### src/rtl/rsa_pkg.sv
`timescale 1ns / 1ps
// ----------------------------------------------------------------------------
// Request slot allocator package
// Shared widths, operation codes and result status codes for the allocator.
// ----------------------------------------------------------------------------
package rsa_pkg;

    // Pool geometry. The slot field is four bits wide, which fixes the pool.
    localparam int SLOTS  = 16;
    localparam int SLOT_W = 4;
    localparam int COUNT_W = 5;
    localparam int ID_W   = 32;

    // Reset value of the active slot register.
    localparam logic [COUNT_W-1:0] ACTIVE_RESET = 5'd16;

    // Operation requested by an input transfer.
    typedef enum logic [1:0] {
        OP_LOOKUP   = 2'd0,
        OP_ALLOCATE = 2'd1,
        OP_RELEASE  = 2'd2,
        OP_REINIT   = 2'd3
    } op_t;

    // Status returned with every result transfer.
    typedef enum logic [1:0] {
        ST_OK        = 2'd0,
        ST_HELD      = 2'd1,
        ST_EXHAUSTED = 2'd2,
        ST_NOT_FOUND = 2'd3
    } status_t;

endpackage

### src/rtl/request_slot_allocator.sv
`timescale 1ns / 1ps
// ----------------------------------------------------------------------------
// Request slot allocator
// Maps 32-bit request identifiers onto a pool of sequence slots using an
// owner table with parallel compare and a LIFO free stack.
// ----------------------------------------------------------------------------
//  Channel   Direction  Handshake             Payload
//  input     in         in_valid / in_stall   op, request_id
//  result    out        out_valid / out_stall status, slot, free_count
//  config    in         cfg_valid / cfg_ready cfg_data (active_slots)
//
// One input transfer is accepted per cycle while in_stall is low. A request
// is captured in an input register, resolved in one pass of owner compare
// and stack update, and its result moves to the output register when free.
// The owner compare and stack access between the two registers set the rate.
// Reset empties the owner table and fills the stack with slots 0 to 15; no
// clearing pass is needed. A stalled result holds both stages in place.
// ----------------------------------------------------------------------------
module request_slot_allocator (
    input  logic                          clk,
    input  logic                          rst_n,
    // Input channel
    input  logic                          in_valid,
    output logic                          in_stall,
    input  logic [1:0]                    op,
    input  logic [rsa_pkg::ID_W-1:0]      request_id,
    // Result channel
    output logic                          out_valid,
    input  logic                          out_stall,
    output logic [1:0]                    status,
    output logic [rsa_pkg::SLOT_W-1:0]    slot,
    output logic [rsa_pkg::COUNT_W-1:0]   free_count,
    // Configuration channel
    input  logic                          cfg_valid,
    output logic                          cfg_ready,
    input  logic [rsa_pkg::COUNT_W-1:0]   cfg_data
);

    localparam int SLOTS   = rsa_pkg::SLOTS;
    localparam int SLOT_W  = rsa_pkg::SLOT_W;
    localparam int COUNT_W = rsa_pkg::COUNT_W;
    localparam int ID_W    = rsa_pkg::ID_W;
    localparam logic [COUNT_W-1:0] FULL_COUNT = COUNT_W'(SLOTS);

    // Configuration and pool state.
    logic [COUNT_W-1:0]   active_slots_reg;
    logic [SLOTS-1:0]     slot_valid_reg;
    logic [ID_W-1:0]      slot_owner_reg [SLOTS];
    logic [SLOT_W-1:0]    free_stack_reg [SLOTS];
    logic [COUNT_W-1:0]   free_top_reg;
    logic [COUNT_W-1:0]   free_top_next;

    // Input stage.
    logic                 s1_valid_reg;
    rsa_pkg::op_t         op_reg;
    logic [ID_W-1:0]      id_reg;

    // Output stage.
    logic                 out_valid_reg;
    rsa_pkg::status_t     status_reg;
    rsa_pkg::status_t     status_next;
    logic [SLOT_W-1:0]    slot_reg;
    logic [SLOT_W-1:0]    slot_next;
    logic [COUNT_W-1:0]   free_count_reg;

    // Pipeline control.
    logic                 out_ready;
    logic                 fire;
    logic                 in_accept;

    // Per-request decisions.
    logic                 hit_found;
    logic [SLOT_W-1:0]    hit_idx;
    logic [SLOT_W-1:0]    pop_idx;
    logic [SLOT_W-1:0]    push_idx;
    logic                 do_alloc;
    logic                 do_release;
    logic                 do_push;
    logic                 do_reinit;
    logic [COUNT_W-1:0]   active_clamped;

    // The output register frees up when empty or when its result is taken.
    assign out_ready = !out_valid_reg || !out_stall;
    assign fire      = s1_valid_reg && out_ready;
    assign in_stall  = s1_valid_reg && !out_ready;
    assign in_accept = in_valid && !in_stall;
    assign cfg_ready = 1'b1;

    assign out_valid  = out_valid_reg;
    assign status     = status_reg;
    assign slot       = slot_reg;
    assign free_count = free_count_reg;

    // Configuration register write.
    always_ff @(posedge clk or negedge rst_n)
    begin
        if (!rst_n)
        begin
            active_slots_reg <= rsa_pkg::ACTIVE_RESET;
        end
        else if (cfg_valid && cfg_ready)
        begin
            active_slots_reg <= cfg_data;
        end
    end

    // Input register capture.
    always_ff @(posedge clk or negedge rst_n)
    begin
        if (!rst_n)
        begin
            s1_valid_reg <= 1'b0;
        end
        else if (in_accept)
        begin
            s1_valid_reg <= 1'b1;
        end
        else if (fire)
        begin
            s1_valid_reg <= 1'b0;
        end
    end

    always_ff @(posedge clk)
    begin
        if (in_accept)
        begin
            op_reg <= rsa_pkg::op_t'(op);
            id_reg <= request_id;
        end
    end

    // Owner search: lowest valid slot whose owner matches the request.
    always_comb
    begin
        hit_found = 1'b0;
        hit_idx   = '0;
        for (int i = SLOTS - 1; i >= 0; i--)
        begin
            if (slot_valid_reg[i] && (slot_owner_reg[i] == id_reg))
            begin
                hit_found = 1'b1;
                hit_idx   = SLOT_W'(i);
            end
        end
    end

    // Stack addresses and the clamped pool size.
    assign pop_idx        = SLOT_W'(free_top_reg - COUNT_W'(1));
    assign push_idx       = free_top_reg[SLOT_W-1:0];
    assign active_clamped = (active_slots_reg > FULL_COUNT) ? FULL_COUNT : active_slots_reg;

    // Decide the operation outcome and the next stack top.
    always_comb
    begin
        status_next   = rsa_pkg::ST_OK;
        slot_next     = '0;
        free_top_next = free_top_reg;
        do_alloc      = 1'b0;
        do_release    = 1'b0;
        do_push       = 1'b0;
        do_reinit     = 1'b0;
        unique case (op_reg)
            rsa_pkg::OP_LOOKUP:
            begin
                if (hit_found)
                begin
                    slot_next = hit_idx;
                end
                else
                begin
                    status_next = rsa_pkg::ST_NOT_FOUND;
                end
            end
            rsa_pkg::OP_ALLOCATE:
            begin
                if (hit_found)
                begin
                    status_next = rsa_pkg::ST_HELD;
                    slot_next   = hit_idx;
                end
                else if (free_top_reg == '0)
                begin
                    status_next = rsa_pkg::ST_EXHAUSTED;
                end
                else
                begin
                    do_alloc      = fire;
                    slot_next     = free_stack_reg[pop_idx];
                    free_top_next = free_top_reg - COUNT_W'(1);
                end
            end
            rsa_pkg::OP_RELEASE:
            begin
                if (hit_found)
                begin
                    do_release = fire;
                    slot_next  = hit_idx;
                    if (free_top_reg < FULL_COUNT)
                    begin
                        do_push       = fire;
                        free_top_next = free_top_reg + COUNT_W'(1);
                    end
                end
                else
                begin
                    status_next = rsa_pkg::ST_NOT_FOUND;
                end
            end
            rsa_pkg::OP_REINIT:
            begin
                do_reinit     = fire;
                free_top_next = active_clamped;
            end
            default:
            begin
                status_next = rsa_pkg::ST_OK;
            end
        endcase
    end

    // Valid marks, free stack and stack top.
    always_ff @(posedge clk or negedge rst_n)
    begin
        if (!rst_n)
        begin
            slot_valid_reg <= '0;
            free_top_reg   <= (rsa_pkg::ACTIVE_RESET > FULL_COUNT) ? FULL_COUNT
                                                                   : rsa_pkg::ACTIVE_RESET;
            for (int i = 0; i < SLOTS; i++)
            begin
                free_stack_reg[i] <= SLOT_W'(i);
            end
        end
        else if (fire)
        begin
            free_top_reg <= free_top_next;
            if (do_reinit)
            begin
                slot_valid_reg <= '0;
                for (int i = 0; i < SLOTS; i++)
                begin
                    free_stack_reg[i] <= SLOT_W'(i);
                end
            end
            if (do_alloc)
            begin
                slot_valid_reg[slot_next] <= 1'b1;
            end
            if (do_release)
            begin
                slot_valid_reg[hit_idx] <= 1'b0;
            end
            if (do_push)
            begin
                free_stack_reg[push_idx] <= hit_idx;
            end
        end
    end

    // Owner table, written on a successful allocate.
    always_ff @(posedge clk)
    begin
        if (do_alloc)
        begin
            slot_owner_reg[slot_next] <= id_reg;
        end
    end

    // Result register.
    always_ff @(posedge clk or negedge rst_n)
    begin
        if (!rst_n)
        begin
            out_valid_reg <= 1'b0;
        end
        else if (fire)
        begin
            out_valid_reg <= 1'b1;
        end
        else if (!out_stall)
        begin
            out_valid_reg <= 1'b0;
        end
    end

    always_ff @(posedge clk)
    begin
        if (fire)
        begin
            status_reg     <= status_next;
            slot_reg       <= slot_next;
            free_count_reg <= free_top_next;
        end
    end

endmodule
### config.mk
export PLATFORM = sky130hd
export DESIGN_NAME = request_slot_allocator
export DESIGN_NICKNAME = d
export VERILOG_FILES = /design/src/rtl/rsa_pkg.sv /design/src/rtl/request_slot_allocator.sv
export SDC_FILE = /design/constraint.sdc
export NUM_CORES = 1
export LEC_CHECK = 0
export BUFFER_PORTS_ARGS = -buffer_cell sky130_fd_sc_hd__buf_2
export CORE_ASPECT_RATIO = 0.75
export CORE_MARGIN = 3
export CORE_UTILIZATION = 45
export CTS_BUF_LIST = sky130_fd_sc_hd__clkbuf_16
export CTS_CLUSTER_DIAMETER = 50
export DETAILED_ROUTE_END_ITERATION = 10
export PLACE_DENSITY = 0.72
export SYNTH_ARGS = -nofsm -noshare
export SYNTH_HDL_FRONTEND = slang
export SYNTH_SLANG_ARGS = --single-unit
### constraint.sdc
create_clock -name clk -period 7.4 [get_ports clk]
set_input_delay 1.85 -clock clk [delete_from_list [all_inputs] [get_ports clk]]
set_output_delay 1.85 -clock clk [all_outputs]
set_load 0.03 [all_outputs]
==> impl_table.tex <==
\begin{tabular}{lr}
\hline
Metric & Value \\
\hline
\multicolumn{2}{l}{\textbf{Status}} \\
\quad Status & finished clean \\
\multicolumn{2}{l}{\textbf{Logic synthesis}} \\
\quad Post-Synthesis Cells & 2191 \\
\quad Synthesis Warnings & 0 \\
\quad Main flop type after synthesis & sky130\_fd\_sc\_hd\_\_edfxtp\_1 \\
\quad Flip-flop and latch count after synthesis & 649 \\
\quad Post-synth EDFFs & 557 \\
\quad Area of the mapped netlist & 30200 um\^{}2 \\
\quad Syn nets & 2239 \\
\quad Register area share after synthesis & 0.631 \\
\quad Per-instance average area after synthesis & 13.8 um\^{}2 \\
\quad Yosys cell types & 89 \\
\quad Async set-reset flop share out of synthesis & 0.142 \\
\multicolumn{2}{l}{\textbf{Detailed routing}} \\
\quad Detailed Routing Iterations Pass 1 & 6 \\
\quad WL met1 & 36.6 mm \\
\quad Top routing layer used & met4 \\
\quad Antenna violation net count after detailed routing & 0 \\
\quad Via count & 19900 \\
\quad Post-route DRC & 0 \\
\quad Routed met3 length & 9.37 mm \\
\quad Total length of routed met2 wires & 36.4 mm \\
\quad DR vias/cell & 6.17 \\
\quad Routed wire length & 85.4 mm \\
\quad Detailed Route Iter0 Violations & 2833 \\
\quad Average wire per cell in the routed design & 26.5 um \\
\multicolumn{2}{l}{\textbf{Clock network}} \\
\quad Clock Sink Count & 649 \\
\quad Setup fix buffers added after clock tree synthesis & 0 \\
\quad Total of hold buffers inserted after clock tree synthesis & 0 \\
\quad TritonCTS clock tree & done \\
\quad CTS resizes & 0 \\
\quad Clock-pin slew of the registers on the worst-case setup and hold paths & 60 ps \\
\quad Cts bufs inserted & 67 \\
\quad Worst-skew pair later-pin latency & 630 ps \\
\quad Clk buf depth & 3 \\
\quad Depth of the CTS H-tree & 3 \\
\quad Clock root buffer & sky130\_fd\_sc\_hd\_\_clkbuf\_16 \\
\multicolumn{2}{l}{\textbf{Finish}} \\
\quad Ratio of cells with drive above 1 in the final layout & 0.143 \\
\quad Layout Nets & 2344 \\
\quad Fin area & 33700 um\^{}2 \\
\quad Flip-flop count of the largest register after layout & 512 \\
\quad Relative area change from synthesis to final layout & 11.5\% \\
\quad Layout Cells excl Fill & 3221 \\
\quad Most common cell after layout, fill and taps aside & sky130\_fd\_sc\_hd\_\_edfxtp\_1 \\
\quad Antenna Cells & 0 \\
\quad Most frequent cells in the layout & sky130\_fd\_sc\_hd\_\_edfxtp\_1, sky130\_fd\_sc\_hd\_\_xor2\_1, sky130\_fd\_sc\_hd\_\_nor4\_1 \\
\quad Filler cell count & 5457 \\
\multicolumn{2}{l}{\textbf{Timing}} \\
\quad Total Neg Setup Slack & 0 ps \\
\quad Total of endpoints with negative setup slack in the final report & 0 \\
\quad Minimum period implied by the final worst setup slack & 5900 ps \\
\quad Achievable clock frequency & 169 MHz \\
\quad Slew of the pin with the lowest slew margin & 1300 ps \\
\quad Unrepaired setup endpoints after global routing & no \\
\quad Share of the clock period used by the worst path after layout & 0.798 \\
\quad Normalized max-slew margin & 0.136 \\
\quad Clock skew & 32.4 ps \\
\quad Hold violation total from the final report & 0 \\
\quad Final Hold Slack & 467 ps \\
\quad Final-report max-slew violation count & 0 \\
\multicolumn{2}{l}{\textbf{Power and ir drop}} \\
\quad Pwr Density & 250 nW/um\^{}2 \\
\quad Lkg Pwr & 11.4 nW \\
\quad IR drop worst, VDD & 0.201 mV \\
\multicolumn{2}{l}{\textbf{Worst hold path}} \\
\quad Worst hold path type & flop to flop \\
\multicolumn{2}{l}{\textbf{Placed design}} \\
\quad Final RePlAce weighted congestion & 0.991 \\
\quad DPL Wire Length & 55.7 mm \\
\quad Count of port buffers added during placement & 56 \\
\quad Total placed instance area & 31600 um\^{}2 \\
\quad Cell Count Post-Placement & 3098 \\
\multicolumn{2}{l}{\textbf{Worst setup path}} \\
\quad Required time of the worst setup path & 7660 ps \\
\quad Largest stage delay on the critical path & 1210 ps \\
\quad Endpoint class of the critical path & flop \\
\quad Library cell contributing the largest single delay on the critical path & sky130\_fd\_sc\_hd\_\_edfxtp\_1 \\
\quad Cell family with most CP delay & simple AND/OR/NAND/NOR gates \\
\quad Largest driver fanout on the critical path & 32 \\
\quad Nature of the critical path startpoint & flop \\
\quad Signal arrival time at the worst endpoint & 6170 ps \\
\quad Bufs and invs on worst path & 2 \\
\quad Ordered list of cells on the worst path & buf\_4 -> xor2\_1 -> nor4\_1 -> nand4\_1 -> nor4\_1 -> or4b\_4 -> nor4\_4 -> and2\_1 -> nand4\_1 -> nor4\_2 -> buf\_4 \\
\quad Crit Path Class & flop to flop \\
\multicolumn{2}{l}{\textbf{Floorplan}} \\
\quad Die span in y & 231 um \\
\quad FP Rows & 81 \\
\quad DIE WIDTH & 305 um \\
\quad Starting Density & 0.459 \\
\quad CORE AREA & 65900 um\^{}2 \\
\quad Total I/O pin count & 58 \\
\quad Floorplan die area & 70400 um\^{}2 \\
\multicolumn{2}{l}{\textbf{Global routing}} \\
\quad Antenna violations before repair & 2 \\
\quad Total Routing Usage GR & 0.240 \\
\quad Global-route congestion overflow total & 0 \\
\quad Number of global-route vias before repair & 19500 \\
\quad Pin count of the biggest net entering global routing & 58 \\
\quad Wire length of the first global-routing pass & 127 mm \\
\multicolumn{2}{l}{\textbf{Run}} \\
\quad \# Max-Cap Violations & 0 \\
\hline
\end{tabular}
## worst reg2reg max path: stages (launching register included)
cell	delay [ps]
sky130_fd_sc_hd__edfxtp_1	1210
sky130_fd_sc_hd__buf_4	380
sky130_fd_sc_hd__xor2_1	220
sky130_fd_sc_hd__nor4_1	90
sky130_fd_sc_hd__nand4_1	140
sky130_fd_sc_hd__nor4_1	150
sky130_fd_sc_hd__or4b_4	650
sky130_fd_sc_hd__nor4_4	670
sky130_fd_sc_hd__and2_1	520
sky130_fd_sc_hd__nand4_1	530
sky130_fd_sc_hd__nor4_2	470
sky130_fd_sc_hd__buf_4	480
## per-stage QoR
step / power [mW] / setup WS (ps) / util
2_1_floorplan: 4.84 / 310 / -
3_3_place_gp: 5.16 / 1780 / 0.480
3_5_place_dp: 5.18 / 1660 / 0.480
4_1_cts: 8.46 / 1650 / 0.512
5_1_grt: 8.70 / 1300 / 0.512
6_report: 8.44 / 1500 / 0.512
## cells in the mapped netlist, types with 4 or more instances
master                      number  area [um^2]
sky130_fd_sc_hd__edfxtp_1      557        16700
sky130_fd_sc_hd__xor2_1        389         3410
sky130_fd_sc_hd__nor4_1        177         1110
sky130_fd_sc_hd__xnor2_1       117         1020
sky130_fd_sc_hd__nand2_1       100          375
sky130_fd_sc_hd__nor2_1         72          270
sky130_fd_sc_hd__dfrtp_1        58         1450
sky130_fd_sc_hd__nand4_1        58          363
sky130_fd_sc_hd__nand3_1        52          260
sky130_fd_sc_hd__o21ai_0        48          240
sky130_fd_sc_hd__nor3_1         43          215
sky130_fd_sc_hd__a21oi_1        35          175
sky130_fd_sc_hd__dfstp_2        34          893
sky130_fd_sc_hd__nand2b_1       34          213
sky130_fd_sc_hd__buf_6          33          372
sky130_fd_sc_hd__buf_4          30          225
sky130_fd_sc_hd__inv_1          28          105
sky130_fd_sc_hd__clkbuf_1       26         97.6
sky130_fd_sc_hd__mux2i_1        19          190
sky130_fd_sc_hd__nand4b_1       19          166
sky130_fd_sc_hd__or4_1          17          128
sky130_fd_sc_hd__mux4_2         16          360
sky130_fd_sc_hd__o31ai_1        16          120
sky130_fd_sc_hd__nor4b_1        13          114
sky130_fd_sc_hd__buf_2          12         60.1
sky130_fd_sc_hd__nor2b_1        11         68.8
sky130_fd_sc_hd__o211ai_1       11         82.6
sky130_fd_sc_hd__o22ai_1        11         68.8
sky130_fd_sc_hd__or3_1          10         62.6
sky130_fd_sc_hd__and3_1          8         50.1
sky130_fd_sc_hd__a211oi_1        7         52.6
sky130_fd_sc_hd__and2_1          7         43.8
sky130_fd_sc_hd__o21ai_1         7         35.0
sky130_fd_sc_hd__and4_1          6         52.6
sky130_fd_sc_hd__nor4_2          6         75.1
sky130_fd_sc_hd__a211o_1         5         43.8
sky130_fd_sc_hd__a22oi_1         5         37.5
sky130_fd_sc_hd__o2111ai_1       5         43.8
sky130_fd_sc_hd__o21a_1          5         37.5
sky130_fd_sc_hd__a31oi_1         4         25.0
sky130_fd_sc_hd__ha_1            4         50.1
sky130_fd_sc_hd__mux2_2          4         45.0
sky130_fd_sc_hd__nand3b_1        4         30.0
sky130_fd_sc_hd__o22a_1          4         35.0
sky130_fd_sc_hd__or2_2           4         25.0
## cell families after synthesis
| group | Yosys count | share of synthesized area |
|---|---|---|
| xor+xnor | 506 | 0.147 |
| mux | 39 | 0.0197 |
| compound gates | 196 | 0.0441 |
| flops | 649 | 0.631 |
| other cells | 1 | 0.000124 |
| simple gates | 663 | 0.128 |
| fa+ha+maj | 4 | 0.00165 |
| buf+inv | 133 | 0.0293 |
## path summary, 6_finish.rpt
check | end | cells after the start | from | slack [ps]
min in group asynchronous | free_stack_reg[45] | 1 | rst_n | 1200
max in group asynchronous | free_stack_reg[61] | 2 | rst_n | 5080
max | slot_owner_reg[11][5] | 11 | id_reg[28] | 1500
max reg2reg | slot_owner_reg[11][5] | 11 | id_reg[28] | 1500
min reg2reg | free_stack_reg[56] | 2 | free_stack_reg[56] | 470
min | free_stack_reg[56] | 2 | free_stack_reg[56] | 470
## layout make-up
cell class | instances | area (um^2) | share of cell area
Clock buffer | 68 | 1700 | 0.0504
Clock inverter | 55 | 430 | 0.0128
Inverter | 29 | 109 | 0.00323
Multi-Input combinational cell | 1409 | 10300 | 0.307
Sequential cell | 649 | 19100 | 0.565
Tap cell | 871 | 1090 | 0.0323
Timing Repair Buffer | 140 | 988 | 0.0293
## where the power goes
| group | total [mW] | internal [mW] | switching [mW] |
|---|---|---|---|
| clock network | 3.31 | 1.84 | 1.47 |
| registers | 4.19 | 4.08 | 0.112 |
| logic | 0.939 | 0.299 | 0.641 |
## layer usage
layer,up-vias,global-route usage
met5,-,0
li1,8461,-
met2,1249,0.348
met3,210,0.0501
met4,0,0.0855
met1,9969,0.359
Power figures use the tool's default switching activity.
